**src/rtl/core/pdcc_pkg.sv**
```systemverilog
// ----------------------------------------------------------------------------
// pdcc_pkg: shared types and constants
// Event and action codes, gesture flag bundle and result field layout for the
// pointer drag/click classifier.
// ----------------------------------------------------------------------------
package pdcc_pkg;

  typedef enum logic [1:0] {
    MODE_PRESS   = 2'd0,
    MODE_MOVE    = 2'd1,
    MODE_RELEASE = 2'd2,
    MODE_CLEAR   = 2'd3
  } mode_t;

  typedef enum logic [2:0] {
    ACT_NONE   = 3'd0,
    ACT_PAN    = 3'd1,
    ACT_ORBIT  = 3'd2,
    ACT_SELECT = 3'd3,
    ACT_CANCEL = 3'd4
  } action_t;

  localparam logic [2:0] BTN_PRIMARY   = 3'd1;
  localparam logic [2:0] BTN_MIDDLE    = 3'd2;
  localparam logic [2:0] BTN_SECONDARY = 3'd3;

  localparam int BUTTON_WIDTH = 3;
  localparam int MODE_WIDTH   = 2;
  localparam int ACTION_WIDTH = 3;
  localparam int THRESH_WIDTH = 32;
  localparam logic [THRESH_WIDTH-1:0] THRESH_RESET = 32'd9216;

  // Deltas are 21-bit signed and saturate symmetrically.
  localparam int DELTA_WIDTH = 21;
  localparam int DELTA_LIM   = 1048575;

  // Result tdata layout, lowest bit first: delta_x, delta_y, gesture_active.
  localparam int OUT_ACTIVE_BIT = 2 * DELTA_WIDTH;
  localparam int OUT_DATA_WIDTH = ((2 * DELTA_WIDTH + 1 + 7) / 8) * 8;

  typedef struct packed {
    logic       armed;
    logic [1:0] held_button;
    logic       menu;
    logic       no_click;
    logic       drag;
  } gesture_flags_t;

endpackage

```
**src/rtl/core/pointer_drag_click_classifier_core.sv**
```systemverilog
// Path: an event is held in the input register, then passes the update logic
// into the output register.
// Throughput: one event per cycle while the output is not stalled; the
// gesture state updates in the same cycle that an event leaves the input
// register, so events may follow back to back. Reset: synchronous, clears
// both stages, the gesture state and sets the drag threshold to 9216.
// ----------------------------------------------------------------------------
// pointer_drag_click_classifier_core: tap versus drag gesture detector
// Classifies press, move, release and clear events into pan, orbit, select
// and cancel actions with position deltas.
// ----------------------------------------------------------------------------
module pointer_drag_click_classifier_core #(
  parameter int COORD_WIDTH = 20
) (
  input  logic clk,
  input  logic rst,
  input  logic                                s_tvalid,
  output logic                                s_tready,
  // tdata, lowest bit up: button, x_pos, y_pos, coords_valid, over_menu,
  // suppress_click_in, zero padding
  input  logic [((2*COORD_WIDTH+6+7)/8)*8-1:0] s_tdata,
  // tuser: mode
  input  logic [pdcc_pkg::MODE_WIDTH-1:0]     s_tuser,
  output logic                                m_tvalid,
  input  logic                                m_tready,
  // tdata, lowest bit up: delta_x, delta_y, gesture_active, zero padding
  output logic [pdcc_pkg::OUT_DATA_WIDTH-1:0] m_tdata,
  // tuser: action
  output logic [pdcc_pkg::ACTION_WIDTH-1:0]   m_tuser,
  input  logic                                cfg_wr_en,
  input  logic [pdcc_pkg::THRESH_WIDTH-1:0]   cfg_wr_data
);
  import pdcc_pkg::*;

  localparam int CW       = COORD_WIDTH;
  localparam int X_LO     = BUTTON_WIDTH;
  localparam int Y_LO     = BUTTON_WIDTH + CW;
  localparam int VALID_B  = BUTTON_WIDTH + 2 * CW;
  localparam int OUT_PAD  = OUT_DATA_WIDTH - 2 * DELTA_WIDTH - 1;

  // Input register
  logic                    in_valid;
  mode_t                   in_mode;
  logic [BUTTON_WIDTH-1:0] in_button;
  logic signed [CW-1:0]    in_x, in_y;
  logic                    in_cv, in_menu, in_supp;

  // Gesture state
  gesture_flags_t          flags, flags_next;
  logic signed [CW-1:0]    start_x, start_y, prev_x, prev_y;
  logic signed [CW-1:0]    start_x_next, start_y_next, prev_x_next, prev_y_next;
  logic [THRESH_WIDTH-1:0] drag_threshold_sq;

  // Result register
  logic                          out_valid;
  action_t                       res_action, out_action;
  logic signed [DELTA_WIDTH-1:0] res_dx, res_dy, out_dx, out_dy;
  logic                          out_active;

  logic advance;

  assign advance  = in_valid && (!out_valid || m_tready);
  assign s_tready = !in_valid || advance;

  pdcc_step #(.COORD_WIDTH(CW)) u_step (
    .mode              (in_mode),
    .button            (in_button),
    .x_pos             (in_x),
    .y_pos             (in_y),
    .coords_valid      (in_cv),
    .over_menu         (in_menu),
    .suppress_click_in (in_supp),
    .drag_threshold_sq (drag_threshold_sq),
    .flags             (flags),
    .start_x           (start_x),
    .start_y           (start_y),
    .prev_x            (prev_x),
    .prev_y            (prev_y),
    .flags_next        (flags_next),
    .start_x_next      (start_x_next),
    .start_y_next      (start_y_next),
    .prev_x_next       (prev_x_next),
    .prev_y_next       (prev_y_next),
    .action            (res_action),
    .delta_x           (res_dx),
    .delta_y           (res_dy)
  );

  always_ff @(posedge clk) begin
    if (rst) begin
      in_valid <= 1'b0;
    end else if (s_tvalid && s_tready) begin
      in_valid <= 1'b1;
    end else if (advance) begin
      in_valid <= 1'b0;
    end
  end

  always_ff @(posedge clk) begin
    if (s_tvalid && s_tready) begin
      in_mode   <= mode_t'(s_tuser);
      in_button <= s_tdata[BUTTON_WIDTH-1:0];
      in_x      <= s_tdata[X_LO +: CW];
      in_y      <= s_tdata[Y_LO +: CW];
      in_cv     <= s_tdata[VALID_B];
      in_menu   <= s_tdata[VALID_B+1];
      in_supp   <= s_tdata[VALID_B+2];
    end
  end

  always_ff @(posedge clk) begin
    if (rst) begin
      drag_threshold_sq <= THRESH_RESET;
    end else if (cfg_wr_en) begin
      drag_threshold_sq <= cfg_wr_data;
    end
  end

  always_ff @(posedge clk) begin
    if (rst) begin
      flags   <= '0;
      start_x <= '0;
      start_y <= '0;
      prev_x  <= '0;
      prev_y  <= '0;
    end else if (advance) begin
      flags   <= flags_next;
      start_x <= start_x_next;
      start_y <= start_y_next;
      prev_x  <= prev_x_next;
      prev_y  <= prev_y_next;
    end
  end

  always_ff @(posedge clk) begin
    if (rst) begin
      out_valid <= 1'b0;
    end else if (advance) begin
      out_valid <= 1'b1;
    end else if (m_tready) begin
      out_valid <= 1'b0;
    end
  end

  always_ff @(posedge clk) begin
    if (advance) begin
      out_action <= res_action;
      out_dx     <= res_dx;
      out_dy     <= res_dy;
      out_active <= flags_next.armed;
    end
  end

  assign m_tvalid = out_valid;
  assign m_tuser  = out_action;
  assign m_tdata  = {{OUT_PAD{1'b0}}, out_active, out_dy, out_dx};

endmodule

```
**src/rtl/core/pdcc_step.sv**
```systemverilog
// ----------------------------------------------------------------------------
// pdcc_step: single-event gesture update
// Combinational next-state and result logic for one pointer event, given the
// current gesture state and the drag threshold.
// ----------------------------------------------------------------------------
module pdcc_step #(
  parameter int COORD_WIDTH = 20
) (
  input  pdcc_pkg::mode_t                    mode,
  input  logic [pdcc_pkg::BUTTON_WIDTH-1:0]  button,
  input  logic signed [COORD_WIDTH-1:0]      x_pos,
  input  logic signed [COORD_WIDTH-1:0]      y_pos,
  input  logic                               coords_valid,
  input  logic                               over_menu,
  input  logic                               suppress_click_in,
  input  logic [pdcc_pkg::THRESH_WIDTH-1:0]  drag_threshold_sq,
  input  pdcc_pkg::gesture_flags_t           flags,
  input  logic signed [COORD_WIDTH-1:0]      start_x,
  input  logic signed [COORD_WIDTH-1:0]      start_y,
  input  logic signed [COORD_WIDTH-1:0]      prev_x,
  input  logic signed [COORD_WIDTH-1:0]      prev_y,
  output pdcc_pkg::gesture_flags_t           flags_next,
  output logic signed [COORD_WIDTH-1:0]      start_x_next,
  output logic signed [COORD_WIDTH-1:0]      start_y_next,
  output logic signed [COORD_WIDTH-1:0]      prev_x_next,
  output logic signed [COORD_WIDTH-1:0]      prev_y_next,
  output pdcc_pkg::action_t                  action,
  output logic signed [pdcc_pkg::DELTA_WIDTH-1:0] delta_x,
  output logic signed [pdcc_pkg::DELTA_WIDTH-1:0] delta_y
);
  import pdcc_pkg::*;

  localparam int AW = (COORD_WIDTH + 1 > 17) ? COORD_WIDTH + 1 : 17;
  localparam int DW = (COORD_WIDTH + 2 > DELTA_WIDTH + 1) ? COORD_WIDTH + 2 : DELTA_WIDTH + 1;
  localparam logic signed [DW-1:0] LIM_P = DW'(DELTA_LIM);
  localparam logic signed [DW-1:0] LIM_N = -LIM_P;

  logic signed [COORD_WIDTH:0] sdx, sdy, pdx, pdy;
  logic [COORD_WIDTH:0]        adx, ady;
  logic [AW-1:0]               adx_e, ady_e;
  logic [31:0]                 sq_x, sq_y;
  logic [32:0]                 sq_sum;
  logic                        far;
  logic                        move_drag;
  logic                        click;
  logic signed [DW-1:0]        pdx_e, pdy_e;
  logic signed [DELTA_WIDTH-1:0] sat_dx, sat_dy;
  logic                        held_match;

  function automatic logic signed [DELTA_WIDTH-1:0] sat_delta(input logic signed [DW-1:0] d);
    logic signed [DW-1:0] r;
    begin
      r = d;
      if (d > LIM_P) begin
        r = LIM_P;
      end else if (d < LIM_N) begin
        r = LIM_N;
      end
      return r[DELTA_WIDTH-1:0];
    end
  endfunction

  assign sdx = {x_pos[COORD_WIDTH-1], x_pos} - {start_x[COORD_WIDTH-1], start_x};
  assign sdy = {y_pos[COORD_WIDTH-1], y_pos} - {start_y[COORD_WIDTH-1], start_y};
  assign pdx = {x_pos[COORD_WIDTH-1], x_pos} - {prev_x[COORD_WIDTH-1], prev_x};
  assign pdy = {y_pos[COORD_WIDTH-1], y_pos} - {prev_y[COORD_WIDTH-1], prev_y};

  // The magnitude of the most negative difference reads correctly as unsigned.
  assign adx   = sdx[COORD_WIDTH] ? (~sdx + 1'b1) : sdx;
  assign ady   = sdy[COORD_WIDTH] ? (~sdy + 1'b1) : sdy;
  assign adx_e = AW'(adx);
  assign ady_e = AW'(ady);

  // A component of 2^16 or more squares past any 32-bit threshold, so only the
  // low sixteen bits need a squarer.
  assign sq_x   = adx_e[15:0] * adx_e[15:0];
  assign sq_y   = ady_e[15:0] * ady_e[15:0];
  assign sq_sum = {1'b0, sq_x} + {1'b0, sq_y};
  assign far    = (|adx_e[AW-1:16]) || (|ady_e[AW-1:16]) ||
                  (sq_sum >= {1'b0, drag_threshold_sq});
  assign move_drag = flags.drag || far;

  assign pdx_e  = {{(DW-COORD_WIDTH-1){pdx[COORD_WIDTH]}}, pdx};
  assign pdy_e  = {{(DW-COORD_WIDTH-1){pdy[COORD_WIDTH]}}, pdy};
  assign sat_dx = sat_delta(pdx_e);
  assign sat_dy = sat_delta(pdy_e);

  assign held_match = ({1'b0, flags.held_button} == button);
  assign click      = coords_valid && !move_drag && !flags.no_click;

  always_comb begin
    flags_next   = flags;
    start_x_next = start_x;
    start_y_next = start_y;
    prev_x_next  = prev_x;
    prev_y_next  = prev_y;
    action       = ACT_NONE;
    delta_x      = '0;
    delta_y      = '0;

    unique case (mode)
      MODE_PRESS: begin
        if (!flags.armed && button >= BTN_PRIMARY && button <= BTN_SECONDARY &&
            coords_valid) begin
          flags_next.armed       = 1'b1;
          flags_next.held_button = button[1:0];
          flags_next.menu        = over_menu;
          flags_next.no_click    = suppress_click_in;
          flags_next.drag        = 1'b0;
          start_x_next           = x_pos;
          start_y_next           = y_pos;
          prev_x_next            = x_pos;
          prev_y_next            = y_pos;
        end
      end
      MODE_MOVE: begin
        if (flags.armed && coords_valid) begin
          flags_next.drag = move_drag;
          if (move_drag) begin
            delta_x     = sat_dx;
            delta_y     = sat_dy;
            prev_x_next = x_pos;
            prev_y_next = y_pos;
            if (!flags.menu) begin
              action = ({1'b0, flags.held_button} == BTN_SECONDARY) ? ACT_ORBIT : ACT_PAN;
            end
          end
        end
      end
      MODE_RELEASE: begin
        if (flags.armed && held_match) begin
          flags_next   = '0;
          start_x_next = '0;
          start_y_next = '0;
          prev_x_next  = '0;
          prev_y_next  = '0;
          if (click) begin
            if (button == BTN_PRIMARY) begin
              action = ACT_SELECT;
            end else if (button == BTN_SECONDARY) begin
              action = ACT_CANCEL;
            end
          end
        end
      end
      MODE_CLEAR: begin
        flags_next   = '0;
        start_x_next = '0;
        start_y_next = '0;
        prev_x_next  = '0;
        prev_y_next  = '0;
      end
      default: begin
        flags_next = flags;
      end
    endcase
  end

endmodule

```
**config.mk**
```make
export PLATFORM = sky130hd
export DESIGN_NAME = pointer_drag_click_classifier_core
export DESIGN_NICKNAME = d
export VERILOG_FILES = /design/src/rtl/core/pdcc_pkg.sv /design/src/rtl/core/pointer_drag_click_classifier_core.sv /design/src/rtl/core/pdcc_step.sv
export SDC_FILE = /design/constraint.sdc
export NUM_CORES = 2
export LEC_CHECK = 0
export ABC_AREA = 1
export BUFFER_PORTS_ARGS = -buffer_cell sky130_fd_sc_hd__buf_2
export CORE_ASPECT_RATIO = 0.6
export CORE_MARGIN = 2
export CORE_UTILIZATION = 50
export CTS_CLUSTER_SIZE = 24
export DETAILED_ROUTE_END_ITERATION = 8
export PLACE_DENSITY_LB_ADDON = 0.3
export SYNTH_ARGS = -nofsm -noshare
export SYNTH_HDL_FRONTEND = slang
export SYNTH_SLANG_ARGS = --single-unit
```
**constraint.sdc**
```tcl
create_clock -name clk -period 12.4 [get_ports clk]
set_clock_uncertainty 0.2 [all_clocks]
set_input_delay 2.48 -clock clk [delete_from_list [all_inputs] [get_ports clk]]
set_output_delay 2.48 -clock clk [all_outputs]
set_load 0.05 [all_outputs]
```
; ---- Word-level counts from Yosys, hierarchy flattened
; Index checks and enable logic that the tools add are counted.
[word_totals]
wordCells = 123
in_bits = 87
regBits = 214
out_inout_bits = 53
[op_classes]
magnitude_cmp = 7
n_eq_ne = 11
mul = 2
addsub = 7
reduce_logical = 31
n_mux = 35
bitwise = 5
[ops]
columns = cell, count
row1 = $mux 20, 9
row2 = $pmux 20 s4, 2
row3 = $pmux 20 s3, 2
row4 = $mux 21, 4
row5 = $sub 20x20->21, 4
row6 = $mul 16x16->32, 2
row7 = $add 21x1->21 const B, 2
row8 = $gt 21x21->1 const B, 2
row9 = $lt 21x21->1 const B, 2
row10 = $not 21->21, 2
row11 = $add 32x32->33, 1
row12 = $ge 33x32->1, 1
row13 = $mux 3, 7
row14 = $pmux 5 s3, 1
row15 = $mux 6, 2
row16 = $reduce_or 5->1, 2
row17 = $logic_and 1x1->1, 9
row18 = $ne 2x1->1 const B, 4
row19 = $reduce_and 4->1, 2
row20 = $reduce_or 4->1, 2
row21 = $eq 2x2->1 const B, 3
row22 = $pmux 3 s2, 1
row23 = $logic_not 1->1, 5
row24 = $logic_or 1x1->1, 5
row25 = 15 further kinds, 22

; ---- Depth between registers and ports, before layout
[logic_depth]
depth_word = 15
mapped_depth = 68

; ---- By module
; Synthesis repeated with hierarchy kept, for this count alone.
[hier_totals]
cells_unflattened = 4244
hier_area_um2 = 31908.1
[modules_own_cells]
columns = module, n_inst, seq_area_each_um2, cells_each, area_per_inst_um2
row1 = pdcc_step, 1, 0.0, 3429, 24004.3
row2 = pointer_drag_click_classifier_core, 1, 5225.0, 815, 7903.8

; ---- Worst setup path before layout
; No wires, ideal clock.
[synth_path]
kind = flip-flop to flip-flop
start = register in_x[5]
end = register out_dx[10] (data pin)
arrival_ns = 10.994
path_buffers = 3
path_stages_with_launch = 57
setup_slack_ns = 0.936
period_less_slack_ns = 11.464
path_cell_list = edfxtp_1 ha_1 a21oi_1 o21ai_0 a221o_1 nand2_1 nand3_1 nand2_1 nand2_1 inv_1 clkbuf_1 nand2_1 xor2_1 clkbuf_1 nor2_1 fa_1 fa_1 inv_1 [21 not listed] o21ai_0 xor2_1 ha_1 nand2_1 inv_1 nand3_1 nor3_1 nand3_1 nor2_1 nor3_1 nand4_1 nor2_1 nand4_1 nor3_2 nand3_2 nand2_1 buf_2 nor3_1
[synth_between]
elab_chain_cells = 10
word_cells_on_any_way = 17
cone_classes = 4 x add/sub / 1 x mul / 3 x order compare / 3 x mux / 1 x bitwise / 5 x reduce/logical
[synth_lines]
columns = item, line_no
row1 = from (decl), pointer_drag_click_classifier_core.sv:45  ; logic signed [CW-1:0] in_x, in_y;
row2 = from (signal assigned), pointer_drag_click_classifier_core.sv:103  ; in_x <= s_tdata[X_LO +: CW];
row3 = $sub 20x20->21, pdcc_step.sv:63  ; assign sdx = {x_pos[COORD_WIDTH-1], x_pos} - {start_x[COORD_WIDTH-1], start_x};
row4 = $not 21->21, pdcc_step.sv:69  ; assign adx = sdx[COORD_WIDTH] ? (~sdx + 1'b1) : sdx;
row5 = $add 21x1->21, pdcc_step.sv:69
row6 = $mux 21, pdcc_step.sv:69
row7 = $mul 16x16->32, pdcc_step.sv:76  ; assign sq_x = adx_e[15:0] * adx_e[15:0];
row8 = $add 32x32->33, pdcc_step.sv:78  ; assign sq_sum = {1'b0, sq_x} + {1'b0, sq_y};
row9 = $ge 33x32->1, pdcc_step.sv:80  ; (sq_sum >= {1'b0, drag_threshold_sq});
row10 = $logic_or 1x1->1, pdcc_step.sv:79  ; assign far = (|adx_e[AW-1:16]) || (|ady_e[AW-1:16]) ||
row11 = $logic_or 1x1->1, pdcc_step.sv:81  ; assign move_drag = flags.drag || far;
row12 = $reduce_and 3->1 (no source line), --
row13 = to (signal assigned), pointer_drag_click_classifier_core.sv:148  ; out_dx <= res_dx;
row14 = to (decl), pointer_drag_click_classifier_core.sv:57  ; logic signed [DELTA_WIDTH-1:0] res_dx, res_dy, out_dx, out_dy;
; Several ways; a longest one is shown, not always the timed one.
; A chain may end at the register's enable or synchronous reset.

; ---- Worst setup path after layout
[layout_path]
start = register in_x[6]
end = register out_dy[18] (data pin)
[layout_between]
elab_chain_cells = 10
word_cells_on_any_way = 12
cone_classes = 3 x add/sub / 1 x mul / 1 x order compare / 1 x mux / 1 x bitwise / 5 x reduce/logical
[layout_lines]
columns = item, line_no
row1 = $sub 20x20->21 *, pdcc_step.sv:63
row2 = $not 21->21, pdcc_step.sv:69
row3 = $add 21x1->21, pdcc_step.sv:69
row4 = $mux 21 *, pdcc_step.sv:69
row5 = $mul 16x16->32, pdcc_step.sv:76
row6 = $add 32x32->33, pdcc_step.sv:78
row7 = $ge 33x32->1, pdcc_step.sv:80
row8 = $logic_or 1x1->1 *, pdcc_step.sv:79
row9 = $logic_or 1x1->1 *, pdcc_step.sv:81
row10 = $reduce_and 3->1 (no source line) *, --
row11 = to (signal assigned), pointer_drag_click_classifier_core.sv:149  ; out_dy <= res_dy;
row12 = to (decl), pointer_drag_click_classifier_core.sv:57
; Mark *: on every way between the ends. The rest lies on a longest branch, timed or not.

==> results.ini <==
[cells_and_area]
fill_cells = 5244
nets = 4553
drive_above_1_share_pct = 10.9
synthToLayoutAreaGrowth_pct = 11.9
seqCellArea_sq_um = 5230
diodes = 0
multi_input_area_sq_um = 20200

[timing]
tightest_slew_ns = 1.09
drv_slew = 0
finalHoldViolations = 0
setup_viol = 0
finalWorstSetupSlack_ns = 0.412
layout_worst_path_cycle_share_pct = 96.7
max_clock_freq_mhz = 83.4
relSlewSlack_pct = 27.3
post-route-min-period_ns = 11.99

[global_routing]
met1_usage_pct = 41.8
grt_most_used_layer = met1
grt_overflow = 0
grt_max_degree = 83
grt_antenna_before_repair = 0
grt_pass1_wl_um = 120000
grt_pass1_vias = 22300
met3_usage_pct = 7.88
grtUsageMet2_pct = 32.8
grt_usage_pct = 25.4

[synthesis]
ys_seq_area_share_pct = 18.2
synthCells = 3577
synth-edff-count = 94
synth-seq-cells = 214
async_flop_share_pct = 0
yosys_most_used_dff = dfxtp_1
synth_area_per_cell_sq_um = 8.04
ys_types = 54
yosys_warnings = 0
synth_top_area_cell = fa_1
syn-cell-area_sq_um = 28800
synthTopCellsByArea = fa_1 27%, ha_1 14%, inv_1 11%
synth_top_area_share_pct = 27.3

[worst_setup_path]
path_max_fanout = 12
start_kind = flop
crit_arrival_ns = 12.05
path_common_cell = nand2_1
end_kind = flop
worst_path_max_delay_cell = fa_1
crit_required_ns = 12.46
critPathMaxStageDelay_ns = 0.58
worstSetupPathType = flop to flop

[hold_path]
min_path_type = flop to flop

[placement]
dp_hpwl_um = 62500
place_ws_ns = -0.0674
portBuffers = 132
gp_congestion = 0.945

[job]
maxCapViolCount = 0

[floorplan]
die_area_sq_um = 59500
fp.dieH_um = 190
die_w_um = 314
initial_utilization_pct = 50.3
io_pins = 140
coreArea_sq_um = 57200
row_count = 68

[clock_network]
cts_root_buf = clkbuf_16
clk_path_buf_depth = 3
path_clk_slew_ns = 0.07
cts.sinks = 214
postCtsHoldBufs = 0
cts_tree = yes
htree_levels = 1
clkLatencyLatePin_ns = 0.56
numCtsBuffers = 22

[routing]
drt_first_pass_iters = 6
routedWlPerCell_um = 16.3
drc = 0
detail_route.iter0.violations = 1997
via_count = 23100
viasPerCell = 5.08
wl_um = 74200
ant_nets = 0

[status]
status = finished, final reports clean

## per-layer routing
metal	vias to the layer above	wire length [um]
li1	11300	-
met1	10900	37900
met2	881	27200
met3	34	8680
met4	0	465
met5	-	0
## layout by cell type, fill, tap and decap left out, types with 28 or more instances in the layout
cell type / Yosys / final
ha_1: 312 / 301
xor2_1: 78 / 76
buf_2: 12 / 132
buf_4: 7 / 109
edfxtp_1: 94 / 94
a21oi_1: 237 / 225
nand3_1: 121 / 121
dfxtp_1: 120 / 120
nor2_1: 357 / 341
nand4_1: 34 / 34
xnor2_1: 34 / 28
o21ai_0: 115 / 107
nand2_1: 543 / 531
fa_1: 392 / 380
nor3_1: 49 / 46
inv_1: 878 / 871
## cell type report
cell class | instances | area share [%]
Inverter | 887 | 10.3
Multi-Input combinational cell | 2383 | 62.7
Sequential cell | 214 | 16.2
Clock inverter | 15 | 0.660
Tap cell | 770 | 2.99
Timing Repair Buffer | 254 | 5.31
Clock buffer | 25 | 1.74
## cells by family after synthesis
logic type,count (synthesis),synth area share [%]
and+or+nand+nor,1152,16.8
xor gates and xnor gates,113,3.50
DFF,214,18.2
adders and majority gates,704,40.8
buffers and inverters,984,13.1
AOI/OAI and AO/OA,409,7.65
other,1,0.0130
## synth_stat cells (7+ instances only)
cell,number
edfxtp_1,94
nand2_1,543
dfxtp_1,120
o21ai_0,115
xnor2_1,34
buf_2,12
o21bai_1,9
nand3_2,11
nor2_1,357
inv_1,878
nand4_1,34
fa_1,392
buf_4,7
ha_1,312
a21oi_1,237
nand3_1,121
clkbuf_1,69
a21boi_0,8
xor2_1,78
nand3b_1,9
a211oi_1,7
nor3_1,49
## metrics by stage
step,util (%),TNS [ns],hold slack [ns],area (sq um),instances
floorplan,-,0,0.230,28800,3581
global placement,53.9,0,0.243,30800,4483
detailed placement,53.9,-1.83,0.249,30800,4483
CTS,55.2,0,0.258,31600,4523
global route,56.3,-5.90,0.284,32200,4548
finish,56.3,0,0.258,32200,4548
## registers in the layout (all words and copies together), names as in the netlist
| register | cells |
|---|---|
| out_dx | 21 |
| in_x | 20 |
| in_button | 3 |
| start_x | 20 |
| m_tuser | 3 |
| in_mode | 2 |
| prev_x | 20 |
| in_menu | 1 |
| m_tvalid | 1 |
| prev_y | 20 |
| drag_threshold_sq | 32 |
| start_y | 20 |
| in_y | 20 |
| flags | 6 |
| out_active | 1 |
| in_supp | 1 |
| in_cv | 1 |
| out_dy | 21 |
| in_valid | 1 |
## critical path: cells and delay by family (launching register included)
kind / cells / cell delay [ns]
fa+ha+maj: 11 / 5.14
simple gates: 28 / 3.33
buf+inv: 12 / 1.22
compound gates: 8 / 1.02
flops: 1 / 0.44
xor+xnor: 2 / 0.29
## path summary, 6_finish.rpt
path | cells past startpoint | slack [ns] | from | end
worst max-delay path | 61 | 0.41 | in_x[6] | out_dy[18]
worst min-delay path | 2 | 0.26 | start_x[11] | start_x[11]
worst min register to register | 2 | 0.26 | start_x[11] | start_x[11]
worst max register to register | 61 | 0.41 | in_x[6] | out_dy[18]
## what timing repair did
item | 4_1_cts | 5_1_grt
endpoints found under the hold margin | 0 | 0
setup endpoints to repair | 79 | 86
setup buffers | 0 | 21
gates resized for setup | 5 | 104
pin swaps | 0 | 19
cloned | 0 | 4
Power is not shown: default switching activity piles up to over one toggle a cycle in this logic, so the estimate is an artifact.
